File: src/rtl/mbct_pkg.sv
// ----------------------------------------------------------------------------
// mbct_pkg
// Shared types and constants for the multibyte character boundary tracker.
// ----------------------------------------------------------------------------
package mbct_pkg;

   // Encoding codes held in the encoding mode register.
   localparam logic [3:0] ENC_SINGLE  = 4'd0;
   localparam logic [3:0] ENC_UTF8    = 4'd1;
   localparam logic [3:0] ENC_SJIS    = 4'd2;
   localparam logic [3:0] ENC_BIG5    = 4'd3;
   localparam logic [3:0] ENC_GBK     = 4'd4;
   localparam logic [3:0] ENC_UHC     = 4'd5;
   localparam logic [3:0] ENC_EUCJP   = 4'd6;
   localparam logic [3:0] ENC_EUCCN   = 4'd7;
   localparam logic [3:0] ENC_EUCTW   = 4'd8;
   localparam logic [3:0] ENC_GB18030 = 4'd9;

   // Register indexes on the configuration port.
   localparam int unsigned CSR_INDEX_BITS = 1;
   localparam logic [CSR_INDEX_BITS-1:0] REG_ENCODING_MODE = 1'd0;
   localparam logic [CSR_INDEX_BITS-1:0] REG_SEARCH_BYTE   = 1'd1;

   localparam int unsigned OUT_COUNT_BITS = 16;

   // Decoded outcome of one byte.
   typedef struct packed {
      logic [2:0] state;
      logic       complete;
      logic       match;
   } mbct_result_type;

endpackage

File: src/rtl/mbct_next.sv
// ----------------------------------------------------------------------------
// mbct_next
// Next-state logic: one byte against the current sequence state and encoding.
// ----------------------------------------------------------------------------
module mbct_next
   import mbct_pkg::*;
(
   input  logic [2:0]      cur_state,
   input  logic [7:0]      data_byte,
   input  logic [3:0]      encoding_mode,
   input  logic [7:0]      search_byte,
   output mbct_result_type result
);

   logic [2:0] st;
   logic [2:0] nxt;
   logic       is_digit;

   always_comb begin
      // A zero byte always restarts from the single-byte state.
      st = (data_byte == 8'h00) ? 3'd0 : cur_state;
      is_digit = (data_byte >= 8'h30) && (data_byte <= 8'h39);
      nxt = 3'd0;
      case (encoding_mode)
         ENC_UTF8: begin
            if (st < 3'd2 && data_byte >= 8'h80) begin
               // Stray continuation bytes leave the state where it was.
               if (data_byte >= 8'hfc)      nxt = 3'd6;
               else if (data_byte >= 8'hf8) nxt = 3'd5;
               else if (data_byte >= 8'hf0) nxt = 3'd4;
               else if (data_byte >= 8'he0) nxt = 3'd3;
               else if (data_byte >= 8'hc0) nxt = 3'd2;
               else                         nxt = st;
            end else if (st > 3'd2 && data_byte > 8'h7f) begin
               nxt = st - 3'd1;
            end else begin
               nxt = 3'd0;
            end
         end
         ENC_SJIS: begin
            if (st < 3'd2 && data_byte > 8'h80 &&
                !(data_byte > 8'h9f && data_byte < 8'he0)) nxt = 3'd2;
            else if (st == 3'd2)                           nxt = 3'd1;
            else                                           nxt = 3'd0;
         end
         ENC_BIG5, ENC_EUCCN: begin
            if (st < 3'd2 && data_byte > 8'ha0) nxt = 3'd2;
            else if (st == 3'd2)                nxt = 3'd1;
            else                                nxt = 3'd0;
         end
         ENC_GBK, ENC_UHC: begin
            if (st < 3'd2 && data_byte > 8'h7f) nxt = 3'd2;
            else if (st == 3'd2)                nxt = 3'd1;
            else                                nxt = 3'd0;
         end
         ENC_EUCJP: begin
            if (st < 3'd3 && data_byte == 8'h8f) nxt = 3'd3;
            else if (st != 3'd2 && (data_byte == 8'h8e || data_byte > 8'ha0))
               nxt = 3'd2;
            else if (st == 3'd2)                 nxt = 3'd1;
            else                                 nxt = 3'd0;
         end
         ENC_EUCTW: begin
            if (st < 3'd4 && data_byte == 8'h8e)                    nxt = 3'd4;
            else if (st == 3'd4 && data_byte > 8'ha0)               nxt = 3'd3;
            else if ((st == 3'd3 || st < 3'd2) && data_byte > 8'ha0) nxt = 3'd2;
            else if (st == 3'd2)                                    nxt = 3'd1;
            else                                                    nxt = 3'd0;
         end
         ENC_GB18030: begin
            if (st < 3'd2 && data_byte > 8'h80) nxt = 3'd2;
            else if (st == 3'd2)                nxt = is_digit ? 3'd3 : 3'd1;
            else if (st == 3'd3)                nxt = is_digit ? 3'd1 : 3'd3;
            else                                nxt = 3'd0;
         end
         default: begin
            nxt = 3'd0;
         end
      endcase
   end

   assign result.state    = nxt;
   assign result.complete = (nxt < 3'd2);
   assign result.match    = (nxt == 3'd0) && (data_byte == search_byte);

endmodule

File: src/rtl/multibyte_char_boundary_tracker_unit.sv
// ----------------------------------------------------------------------------
// multibyte_char_boundary_tracker_unit
// Follows character boundaries in a byte stream under a selected encoding.
// ----------------------------------------------------------------------------
// Usage:
//   Bytes enter on the req_ channel (valid/ready) and every byte yields one
//   word on the rsp_ channel: the new sequence state, a character-complete
//   flag, a search-byte match flag and the running character count.
//   The csr_ port selects the encoding and the search byte; write it only
//   while no byte is in flight.
//   A byte waits in the input register and then moves into the result
//   register, with the state update between, once the result register is
//   free; rsp_valid rises when it moves.
//   Throughput is one byte per cycle while the receiver takes the words; the
//   state and count registers close their loop through the next-state logic.
//   When the receiver stalls, the result register holds its word and the
//   input register still takes one more byte, after which req_ready drops.
//   Reset empties both registers, clears the state and the count, and sets
//   the encoding to single-byte with a search byte of zero.
//   A zero byte clears the state and the count.
// ----------------------------------------------------------------------------
module multibyte_char_boundary_tracker_unit
   import mbct_pkg::*;
#(
   parameter int unsigned COUNT_BITS = 16
) (
   input  logic                      clock,
   input  logic                      reset,
   input  logic                      req_valid,
   output logic                      req_ready,
   input  logic [7:0]                req_data_byte,
   output logic                      rsp_valid,
   input  logic                      rsp_ready,
   output logic [2:0]                rsp_char_state,
   output logic                      rsp_char_complete,
   output logic                      rsp_byte_match,
   output logic [OUT_COUNT_BITS-1:0] rsp_char_count,
   input  logic                      csr_wr_en,
   input  logic [CSR_INDEX_BITS-1:0] csr_index,
   input  logic [7:0]                csr_wdata
);

   localparam int unsigned ExtBits =
      (COUNT_BITS > OUT_COUNT_BITS) ? COUNT_BITS : OUT_COUNT_BITS;

   logic                      in_valid_ff;
   logic [7:0]                in_byte_ff;
   logic [2:0]                seq_state_ff;
   logic [COUNT_BITS-1:0]     count_ff;
   logic [COUNT_BITS-1:0]     count_in;
   logic [3:0]                mode_ff;
   logic [7:0]                search_ff;
   logic                      rsp_valid_ff;
   mbct_result_type           rsp_result_ff;
   logic [OUT_COUNT_BITS-1:0] rsp_count_ff;
   logic [ExtBits-1:0]        count_ext;
   mbct_result_type           nxt;
   logic                      advance;

   mbct_next u_next (
      .cur_state     (seq_state_ff),
      .data_byte     (in_byte_ff),
      .encoding_mode (mode_ff),
      .search_byte   (search_ff),
      .result        (nxt)
   );

   // The input register moves on whenever the result register is free.
   assign advance   = in_valid_ff && (!rsp_valid_ff || rsp_ready);
   assign req_ready = !in_valid_ff || advance;

   always_comb begin
      if (in_byte_ff == 8'h00)
         count_in = '0;
      else if (nxt.complete && !(&count_ff))
         count_in = count_ff + COUNT_BITS'(1);
      else
         count_in = count_ff;
   end

   assign count_ext = ExtBits'(count_in);

   always_ff @(posedge clock) begin
      if (reset) begin
         mode_ff   <= ENC_SINGLE;
         search_ff <= '0;
      end else if (csr_wr_en) begin
         case (csr_index)
            REG_ENCODING_MODE: mode_ff   <= csr_wdata[3:0];
            REG_SEARCH_BYTE:   search_ff <= csr_wdata;
            default: ;
         endcase
      end
   end

   always_ff @(posedge clock) begin
      if (reset) begin
         in_valid_ff <= 1'b0;
      end else if (req_valid && req_ready) begin
         in_valid_ff <= 1'b1;
      end else if (advance) begin
         in_valid_ff <= 1'b0;
      end
   end

   always_ff @(posedge clock) begin
      if (req_valid && req_ready) begin
         in_byte_ff <= req_data_byte;
      end
   end

   always_ff @(posedge clock) begin
      if (reset) begin
         seq_state_ff <= '0;
         count_ff     <= '0;
         rsp_valid_ff <= 1'b0;
      end else if (advance) begin
         seq_state_ff <= nxt.state;
         count_ff     <= count_in;
         rsp_valid_ff <= 1'b1;
      end else if (rsp_ready) begin
         rsp_valid_ff <= 1'b0;
      end
   end

   always_ff @(posedge clock) begin
      if (advance) begin
         rsp_result_ff <= nxt;
         rsp_count_ff  <= count_ext[OUT_COUNT_BITS-1:0];
      end
   end

   assign rsp_valid         = rsp_valid_ff;
   assign rsp_char_state    = rsp_result_ff.state;
   assign rsp_char_complete = rsp_result_ff.complete;
   assign rsp_byte_match    = rsp_result_ff.match;
   assign rsp_char_count    = rsp_count_ff;

endmodule

File: config.mk
export PLATFORM = sky130hd
export DESIGN_NAME = multibyte_char_boundary_tracker_unit
export DESIGN_NICKNAME = d
export VERILOG_FILES = /design/src/rtl/mbct_pkg.sv /design/src/rtl/mbct_next.sv /design/src/rtl/multibyte_char_boundary_tracker_unit.sv
export SDC_FILE = /design/constraint.sdc
export NUM_CORES = 1
export LEC_CHECK = 0
export ABC_AREA = 1
export CAP_MARGIN = 10
export CORE_MARGIN = 2
export CORE_UTILIZATION = 35
export CTS_BUF_LIST = sky130_fd_sc_hd__clkbuf_16
export DETAILED_ROUTE_END_ITERATION = 8
export DONT_BUFFER_PORTS = 1
export PLACE_DENSITY_LB_ADDON = 0.15
export SLEW_MARGIN = 15
export SYNTH_ARGS = -nofsm -noshare
export SYNTH_HDL_FRONTEND = slang
export SYNTH_SLANG_ARGS = --single-unit
File: constraint.sdc
create_clock -name clock -period 6.78 [get_ports clock]
set_input_delay 1.695 -clock clock [delete_from_list [all_inputs] [get_ports clock]]
set_output_delay 1.695 -clock clock [all_outputs]
set_load 0.01 [all_outputs]
==> qor.txt <==
Global placement routability congestion -> 0.879
Initial antenna violation count -> 0
Status -> complete, no violations
RSZ-0062 raised after global routing -> false
CP max FO -> 3
Yosys cell types -> 31
Slowest-stage cell, CP -> nand3_1
Flops & latches, synth -> 62
Worst setup SP type -> input pin
Total setup buffers inserted after CTS -> 0
Mapped Cells -> 455
Starting Density -> 35.6%
Worst path max stage delay -> 160 ps
Fin nets -> 478
Skew final -> 9.31 ps
IO Port Bufs -> 0
Hold Buf Count CTS -> 0
Number of synthesized flops with an enable pin -> 29
Worst Reg-to-Reg Cells -> 18
CP Class -> in2out
Slack of the critical path -> 3190 ps
Pwr dens -> 248 mW/mm2
Grt ovf -> 0
Register area share after synthesis -> 44.4%
Syn Std Cell Area -> 0.00345 mm2
Vias per cell -> 4.81
Via count -> 2,840
Min-delay worst type -> reg2reg
IO Pins -> 45
Static Leak -> 1.72 nW
Critical path buffer and inverter count -> 1
Max Freq -> 0.278 GHz
Pre-antenna DRT Iters -> 4
Asr flop ratio synth -> 0%
Root buffer cell -> clkbuf_16
Initial DRC count -> 136
Top FF cell, synth -> dfxtp_1
Slew @ Worst Pin -> 828 ps
Final Hold Fails -> 0
Mapped Avg Cell Area -> 7.59 um2
Global-route wire length before repair -> 12,600 um
Layout cells sized above 1 -> 5.91%
Worst path arrival time -> 1900 ps
Remaining antenna violation count -> 0
Drt drc -> 0
H-tree depth -> 3
Global Route Usage Sum -> 15.0%
Slew Limit Fails -> 0
Crit end category -> primary output
Core footprint -> 0.00968 mm2
Clk buf depth -> 2
CTS buffer count -> 9
Peak supply drop -> 0.000128 V
Hold Crit Depth -> 2
Post-synthesis net count -> 481
Worst skew pair latency -> 320 ps
Routed WL per cell -> 12.3 um
CTS clk-pin slew, worst paths -> 50 ps
Largest net degree at the start of global routing -> 56
Relative slew slack -> 44.8%
CTS tree -> built
N_diodes -> 0
Final min period -> 3590 ps
Post-cts sizing count -> 0
Crit path max-delay family -> simple AND/OR/NAND/NOR gates
Setup TNS -> 0 ps
Num rows -> 36
Critical Path Stages -> 2
Power, Total -> 0.936 mW
Final setup viols -> 0
Dpl hpwl -> 5220 um
Maxcap violations -> 0
Final WL -> 7260 um
Area grow syn2layout -> 9.53%
Period utilisation layout -> 53.0%
Die Span X -> 103 um
Vias in the first global route -> 2,686
Clock Sinks -> 62
Yosys warns -> 0
Critical path, cell by cell -> inv_1 > nand3_1
Placement Setup Slack -> 3190 ps
Full die area -> 0.0107 mm2
CP Data Required Time -> 5090 ps
Chip Height -> 103 um
cell type report:
class / instances / area [um2]
Sequential cell: 62 / 1530
Clock buffer: 9 / 225
Tap cell: 133 / 166
Fill cell: 1008 / 5900
Timing Repair Buffer: 2 / 15.0
Inverter: 85 / 319
Clock inverter: 7 / 28.8
Multi-Input combinational cell: 292 / 1500
worst paths after layout:
path / slack, ps / end / startpoint
setup reg to reg: 3610 / rsp_byte_match / in_byte_ff[7]
hold / removal: 500 / search_ff[5] / search_ff[5]
hold reg to reg: 500 / search_ff[5] / search_ff[5]
setup / recovery: 3190 / req_ready / rsp_ready
cells in the final DEF (no fill, tap or decap), types with 3 or more instances in the layout:
cell / n
nor3_1: 8
nor4_1: 5
inv_1: 85
nand2_2: 3
dfxtp_1: 33
xor2_1: 12
o21ai_0: 37
clkinv_1: 3
nand2_1: 58
a21oi_1: 27
nand4_1: 19
nor2_1: 50
edfxtp_1: 29
nand3_1: 55
ha_1: 4
clkbuf_16: 9
flip-flops by register name (all words and copies together), names as in the netlist:
signal	cells
mode_ff	4
in_byte_ff	8
search_ff	8
in_valid_ff	1
rsp_char_state	3
rsp_char_complete	1
rsp_valid	1
seq_state_ff	3
count_ff	16
rsp_byte_match	1
rsp_char_count	16
cell usage after synthesis, types with 2 or more instances:
library cell | number | area share [%]
a21oi_1 | 27 | 3.9
buf_2 | 4 | 0.58
buf_6 | 5 | 1.6
clkbuf_1 | 6 | 0.65
dfxtp_1 | 33 | 19
edfxtp_1 | 29 | 25
ha_1 | 4 | 1.4
inv_1 | 83 | 9.0
inv_2 | 2 | 0.22
nand2_1 | 58 | 6.3
nand2_2 | 3 | 0.54
nand3_1 | 55 | 8.0
nand4_1 | 19 | 3.4
nor2_1 | 50 | 5.4
nor2_4 | 2 | 0.65
nor3_1 | 8 | 1.2
nor4_1 | 5 | 0.91
o21ai_0 | 37 | 5.4
o21ai_1 | 2 | 0.29
xor2_1 | 12 | 3.0
report_power, final:
group	total, mW	switching, mW	internal, mW
clock	0.388	0.150	0.238
sequential	0.447	0.0250	0.422
combinational	0.101	0.0684	0.0330
total	0.936	0.243	0.693
routing by layer:
layer,wire (um),track usage [%]
met5,0,0
met4,78,5.77
met3,215,3.49
met2,3540,25.3
met1,3430,18.5
logic make-up (layout without fill, tap and decap cells):
group / count (synthesis) / after routing / share of synthesized area (%)
simple gates: 206 / 206 / 28.3
compound gates: 70 / 70 / 10.5
flops: 62 / 62 / 44.4
buf+inv: 101 / 103 / 12.3
xor+xnor: 12 / 12 / 3.04
fa+ha+maj: 4 / 4 / 1.45
metrics by stage:
step	hold WS [ps]	cell area, um2	utilization [%]	cells
finish	502	3780	39.0	590
global route	538	3780	39.0	590
CTS	506	3780	39.0	590
detailed placement	498	3530	36.4	574
global placement	492	3530	36.4	574
floorplan	476	3450	-	455
Power figures use the tool's default switching activity.
